[src/sv/vrot_pkg.sv]
`default_nettype none

package vrot_pkg;

  // Field and register widths.
  localparam int COMP_W        = 24;
  localparam int ANG_W         = 16;
  localparam int CORDIC_STAGES = 16;

  // Internal fixed-point formats: Q30 coefficients, residual angle in 2^-32 turn.
  localparam int FRAC_Q      = 30;
  localparam int COEF_W      = 32;
  localparam int RESID_W     = 34;
  localparam int STAGE_IDX_W = $clog2(CORDIC_STAGES);
  localparam int ATAN_IDX_W  = 5;
  localparam int ROT_DEPTH   = 4;
  localparam int PADDR_W     = 3;
  localparam int PDATA_W     = 32;

  // Infinite-stage CORDIC gain 0.60725293 in Q30.
  localparam logic signed [COEF_W-1:0] GAIN_Q30 = COEF_W'(652032874);

  // atan(2^-i) in units of 2^-32 turn.
  localparam logic [29:0] ATAN_TURNS [32] = '{
    30'd536870912, 30'd316933406, 30'd167458907, 30'd85004756, 30'd42667331,
    30'd21354465, 30'd10679838, 30'd5340245, 30'd2670163, 30'd1335087,
    30'd667544, 30'd333772, 30'd166886, 30'd83443, 30'd41722, 30'd20861,
    30'd10430, 30'd5215, 30'd2608, 30'd1304, 30'd652, 30'd326, 30'd163,
    30'd81, 30'd41, 30'd20, 30'd10, 30'd5, 30'd3, 30'd1, 30'd1, 30'd0
  };

  typedef logic signed [COMP_W-1:0]  comp_t;
  typedef logic signed [COEF_W-1:0]  coef_t;
  typedef logic signed [RESID_W-1:0] resid_t;

  typedef enum logic [1:0] {
    Q_FIRST,
    Q_SECOND,
    Q_THIRD,
    Q_FOURTH
  } quad_t;

  // State of one CORDIC sine/cosine evaluation.
  typedef struct packed {
    coef_t  cx;
    coef_t  cy;
    resid_t rz;
    quad_t  quad;
  } cordic_t;

  // Contents of one cell of the chain: the vector and both angle evaluations.
  typedef struct packed {
    logic    vld;
    comp_t   vx;
    comp_t   vy;
    comp_t   vz;
    cordic_t pol;
    cordic_t azi;
  } cell_t;

  // One finished result.
  typedef struct packed {
    logic  vld;
    comp_t ox;
    comp_t oy;
    comp_t oz;
    logic  sat;
  } result_t;

endpackage

`default_nettype wire

[src/sv/vrot_cordic_cell.sv]
`default_nettype none

module vrot_cordic_cell import vrot_pkg::*; (
  input  logic                   clk,
  input  logic                   rst,
  input  logic                   run,
  input  logic [STAGE_IDX_W-1:0] stage,
  input  cell_t                  cell_in,
  output cell_t                  cell_out
);

  cell_t cell_next;

  // One micro-rotation; the sign of the residual angle picks the direction.
  function automatic cordic_t micro_rotate(input cordic_t s,
                                           input logic [STAGE_IDX_W-1:0] sh);
    coef_t   dx;
    coef_t   dy;
    resid_t  step_angle;
    cordic_t r;
    dx = s.cx >>> sh;
    dy = s.cy >>> sh;
    step_angle = resid_t'(ATAN_TURNS[ATAN_IDX_W'(sh)]);
    r.quad = s.quad;
    if (s.rz[RESID_W-1]) begin
      r.cx = s.cx + dy;
      r.cy = s.cy - dx;
      r.rz = s.rz + step_angle;
    end else begin
      r.cx = s.cx - dy;
      r.cy = s.cy + dx;
      r.rz = s.rz - step_angle;
    end
    return r;
  endfunction

  // Both angles advance one step; the vector rides along unchanged.
  always_comb begin
    cell_next     = cell_in;
    cell_next.pol = micro_rotate(cell_in.pol, stage);
    cell_next.azi = micro_rotate(cell_in.azi, stage);
  end

  // Only the valid bit is cleared by reset.
  always_ff @(posedge clk) begin
    if (rst) begin
      cell_out.vld <= 1'b0;
    end else if (run) begin
      cell_out <= cell_next;
    end
  end

endmodule

`default_nettype wire

[config.mk]
export PLATFORM = sky130hd
export DESIGN_NAME = vrot_cordic_cell
export DESIGN_NICKNAME = d
export VERILOG_FILES = /design/src/sv/vrot_pkg.sv /design/src/sv/vrot_cordic_cell.sv
export SDC_FILE = /design/constraint.sdc
export NUM_CORES = 1
export LEC_CHECK = 0
export ABC_AREA = 1
export BUFFER_PORTS_ARGS = -buffer_cell sky130_fd_sc_hd__buf_2
export CORE_MARGIN = 10
export CORE_UTILIZATION = 25
export DETAILED_ROUTE_END_ITERATION = 6
export PLACE_DENSITY = 0.51
export RECOVER_POWER = 25
export SYNTH_ARGS = -nofsm -noshare
export SYNTH_HDL_FRONTEND = slang
export SYNTH_SLANG_ARGS = --single-unit
[constraint.sdc]
create_clock -name clk -period 14.55 [get_ports clk]
set_input_delay 2.1825 -clock clk [delete_from_list [all_inputs] [get_ports clk]]
set_output_delay 2.1825 -clock clk [all_outputs]
set_load 0.01 [all_outputs]
; Word-level counts from Yosys, hierarchy flattened
; Memories as Yosys holds them, arrays and structs flattened.
; Cells that the tools add are included.
[classes]
bitwise_logic = 2
mul = 0
order_cmp = 1
reduce_logical = 1
muxes = 4
shift = 4
div = 0
n_addsub = 12
n_eq_ne = 0
[op_table]
columns = operator, count
row1 = $mux 98, 2
row2 = $add 32x32->32, 4
row3 = $sshr 32x4->32, 4
row4 = $sub 32x32->32, 4
row5 = $add 34x31->34, 2
row6 = $sub 34x31->34, 2
row7 = $mux 30, 2
row8 = $ge 6x6->1 const B, 1
row9 = $not 4->6, 1
row10 = $reduce_and 2->1, 1
row11 = $not 1->1, 1
[totals]
reg_bits = 273
latch_bits = 0
output_inout_bits = 273
mem_bits_ro = 960
memories = 1
ram_bits = 0
in_bits = 280
[mem_list]
columns = memory, words, width, read_ports, rd_ports_with_merged_regs, wr, line
row1 = (no name shown), 32, 30, 1, 0, 0, vrot_cordic_cell.sv:23  ; step_angle = resid_t'(ATAN_TURNS[ATAN_IDX_W'(sh)]);

; Logic depth before layout (Yosys ltp)
[depth]
depth_word = 6
mapped_depth = 32
ltp_nobuf = 30

; Worst setup path after synthesis
; OpenSTA, ideal clock, no wires.
[synth_path]
kind = input-to-reg
from = input port run
to = register cell_out[0] in the netlist's numbering (enable)
setup_ps = 919
stages = 2
setup_slack_ps = -6
t_required_ps = 13631
arrival_time_ps = 13637
path_buffers = 0
path_cell_list = inv_1 > nor2_1
[synth_via]
elab_chain_cells = 1
[synth_lines]
columns = item, line
row1 = start: declaration, vrot_cordic_cell.sv:6  ; input logic run,
row2 = $reduce_and 2->1 (no line), --
row3 = end signal: assignment, vrot_cordic_cell.sv:49  ; cell_out <= cell_next;
row4 = end: declaration, vrot_cordic_cell.sv:9  ; output cell_t cell_out
; Every way passes these cells.
; A chain may end at the register's enable or synchronous reset.

==> results by group <==
Status
  • Status: complete, but fails checks
  • Violated checks: max-capacitance violations, max-slew violations

Final layout
  • Max reg flops: 273
  • Biggest register: cell_out
  • Area delta synth->final: 17.5%
  • Layout cell share with drive strength beyond 1: 0.124
  • Fill cells: around 13000
  • Layout Cells excl Fill: about 6600
  • Final core occ: 0.296
  • Final net count: approximately 5400
  • Largest registers: cell_out: 273 flops
  • Design Area, Final: 0.0351 mm²

Synth
  • Post-Synthesis Cell Area: between 0.02 and 0.03 mm²
  • Area leader, netlist: edfxtp_1
  • Post-Syn Instances: between 4000 and 5000
  • Yosys cell types: 53
  • Syn_nets: a little under 5000
  • Register bit total from synthesis: 273
  • Post-synth top cells: 1374 x nand2_1, 677 x nand3_1, 415 x nor2_1
  • Top post-synthesis cells by area: edfxtp_1 27%, nand2_1 17%, nand3_1 11%, ha_1 8.5%, xor2_1 5.5%
  • Yosys warning total: 0
  • Mapped Avg Cell Area: ~6.7 µm²
  • Register area share after synthesis: 0.274
  • Post-synth ARST share: 0
  • Count leader, synth: nand2_1
  • Share of the synthesized area in the top cell type: 0.274
  • Post-synth EDFFs: ~270
  • Ys flop type: edfxtp_1

Drt
  • Antenna Nets Post-Route: 0
  • Detailed Route Iter0 Violations: about 2800
  • Vias: 32392
  • DRT Wirelength: around 130000 µm
  • Drt wl/cell: roughly 20 µm
  • M1 WL: approximately 57000 µm
  • Met2 wire len: 61000 µm
  • Vias/cell: 4.94
  • DRC viols: 0
  • First-pass detailed-route iteration total: 6
  • DR top layer: met5
  • Met3 wire len: about 10000 µm

Power
  • Pwr/cell area: about 100 mW/mm²
  • Peak supply drop: between 0.09 and 0.1 mV
  • Total power: between 3 and 4 mW
  • Leak: ~16 nW

Die
  • Die width: between 300 and 400 µm
  • Rows: around 130
  • Initial Util: 0.252
  • Core area: 0.118 mm²
  • IO Count: approximately 550
  • Die area: around 0.13 mm²
  • Die Ht: around 370 µm

Clocking
  • Clock latency on the worst-skew pair: 0.57 ns
  • Cts hold-fix bufs: 0
  • Clk sinks: ~270
  • CTS Root Cell: clkbuf_16
  • CTS buffer count: 36
  • # resized after CTS: 0
  • Number of H-tree levels: 2
  • Post-CTS Setup Bufs: 0
  • Clock Pin Slew Worst Setup and Hold Paths: around 0.06 ns
  • CTS tree: yes
  • Maximum clock insertion buffer count: 3

Timing
  • Worst setup margin: slightly below 7 ns
  • Worst-Margin Slew: approximately 3.1 ns
  • Fmax: between 100 and 150 MHz
  • Unrepaired setup endpoints after global routing: false
  • Worst Skew: 0 ns
  • Worst slew margin: -1.07
  • Tcrit/Tclk final: 0.531
  • Setup Viol. Count Final: 0
  • Final-report hold violation count: 0
  • Fin Setup TNS: 0 ns
  • Post-layout min period: slightly below 8 ns
  • WHS: about 0.46 ns
  • Slew Viols, Final: 49

Global routing
  • Vias in the first global route: 31043
  • Largest net degree at the start of global routing: 163
  • First-pass GRT wire length: 192000 µm
  • GRT overflow: 0
  • Initial antenna violation count: 19
  • Total track usage: 0.186

Placement
  • Worst slack at placement: roughly 6.3 ns
  • RD Place Congestion: between 0.9 and 1
  • Hpwl dp: between 100000 and 150000 µm
  • IO Port Bufs: 552
  • DP Area: ~0.034 mm²
  • DP Cell Count: around 6500

Setup path
  • CP Buf/Inv Count: 3
  • CP startpoint kind: input pin
  • CP required: 14.88 ns
  • Most used cell, CP: nand2_1
  • Endpoint class of the critical path: flop
  • Cell family with most CP delay: simple AND/OR/NAND/NOR gates
  • Setup CP Type: input pin to flop
  • Slowest-stage cell, CP: buf_4
  • Max incr delay on CP: about 0.66 ns
  • Reg2reg setup slack: ~14 ns
  • Crit-path max FO: 60
  • Crit-path cells: buf_4 > inv_4 > buf_4 > ha_1 > nand2_1 > a31oi_1 > a21oi_2 > ha_1 > nand3_1 > nor3b_2 > nand3_2 > nor2_4 > a21oi_1 > nand2_1 > o21ai_0 > ha_1 > nand2_1 > nor2_1 > nand2_1 > nor4_1 > o21ai_0 > nand3_1 > xor2_1
  • Critical path data arrival time: around 8.1 ns

Flow run
  • Max cap viols: 1

Hold path
  • Hold Path Class: flop to flop
==> layout make-up <==
type / instances / area [µm²] / share of cell area
flip-flops and latches: 273 / 8190 / 0.233
inverters: 356 / 1350 / 0.0384
well taps: 1600 / 2000 / 0.0571
clock buffers: 42 / 923 / 0.0263
repair buffers: 567 / 2790 / 0.0796
clock inverters: 23 / 229 / 0.00653
diodes: 5 / 12.5 / 0.000357
multi-input cells: 3692 / 19600 / 0.558
==> cell usage in the layout, fill, tap and decap left out, types with 31 or more instances in the layout <==
master and instances:
nor2_1 413, nand4_1 40, clkbuf_1 87, xor2_1 187
nand3_1 677, clkbuf_16 36, buf_2 468, edfxtp_1 272
a21o_1 31, a21oi_1 227, o21ai_1 33, inv_1 330
o21ai_0 157, xnor2_1 82, nand2_1 1374, a31oi_1 49
ha_1 203
==> power by group <==
part	switching [mW]	total, mW	internal, mW
clock network	0.391	0.904	0.514
logic	1.10	1.64	0.547
registers	0.0295	1.07	1.04
==> routing by layer <==
metal | GRT usage | vias to the layer above
met5 | 0 | -
met4 | 0.0495 | 20
met3 | 0.0389 | 165
met2 | 0.313 | 1120
met1 | 0.239 | 15031
li1 | - | 16056
==> cells by family after synthesis <==
family / synth area share
AND/OR/NAND/NOR: 0.366
AO/OA/AOI/OAI: 0.121
XOR/XNOR: 0.0789
adder cells (fa/ha/maj): 0.0891
buffers and inverters: 0.0702
flip-flops: 0.274
==> tightest hold or removal path, delay by kind of cell, from the launching register on <==
| kind | cells | cell delay [ns] |
|---|---|---|
| compound gates | 1 | 0.05 |
| flops | 1 | 0.31 |
| simple gates | 1 | 0.06 |
==> final timing paths <==
path                              start  cells past startpoint                    endpoint
max reg2reg  cell_out[272]$_SDFFE_PP0P_                      2  cell_out[272]$_SDFFE_PP0P_
min          cell_out[272]$_SDFFE_PP0P_                      2  cell_out[272]$_SDFFE_PP0P_
min reg2reg  cell_out[272]$_SDFFE_PP0P_                      2  cell_out[272]$_SDFFE_PP0P_
max                            stage[1]                     23      cell_out[35]$_DFFE_PP_
No activity file was read; power rests on OpenSTA's default activity.
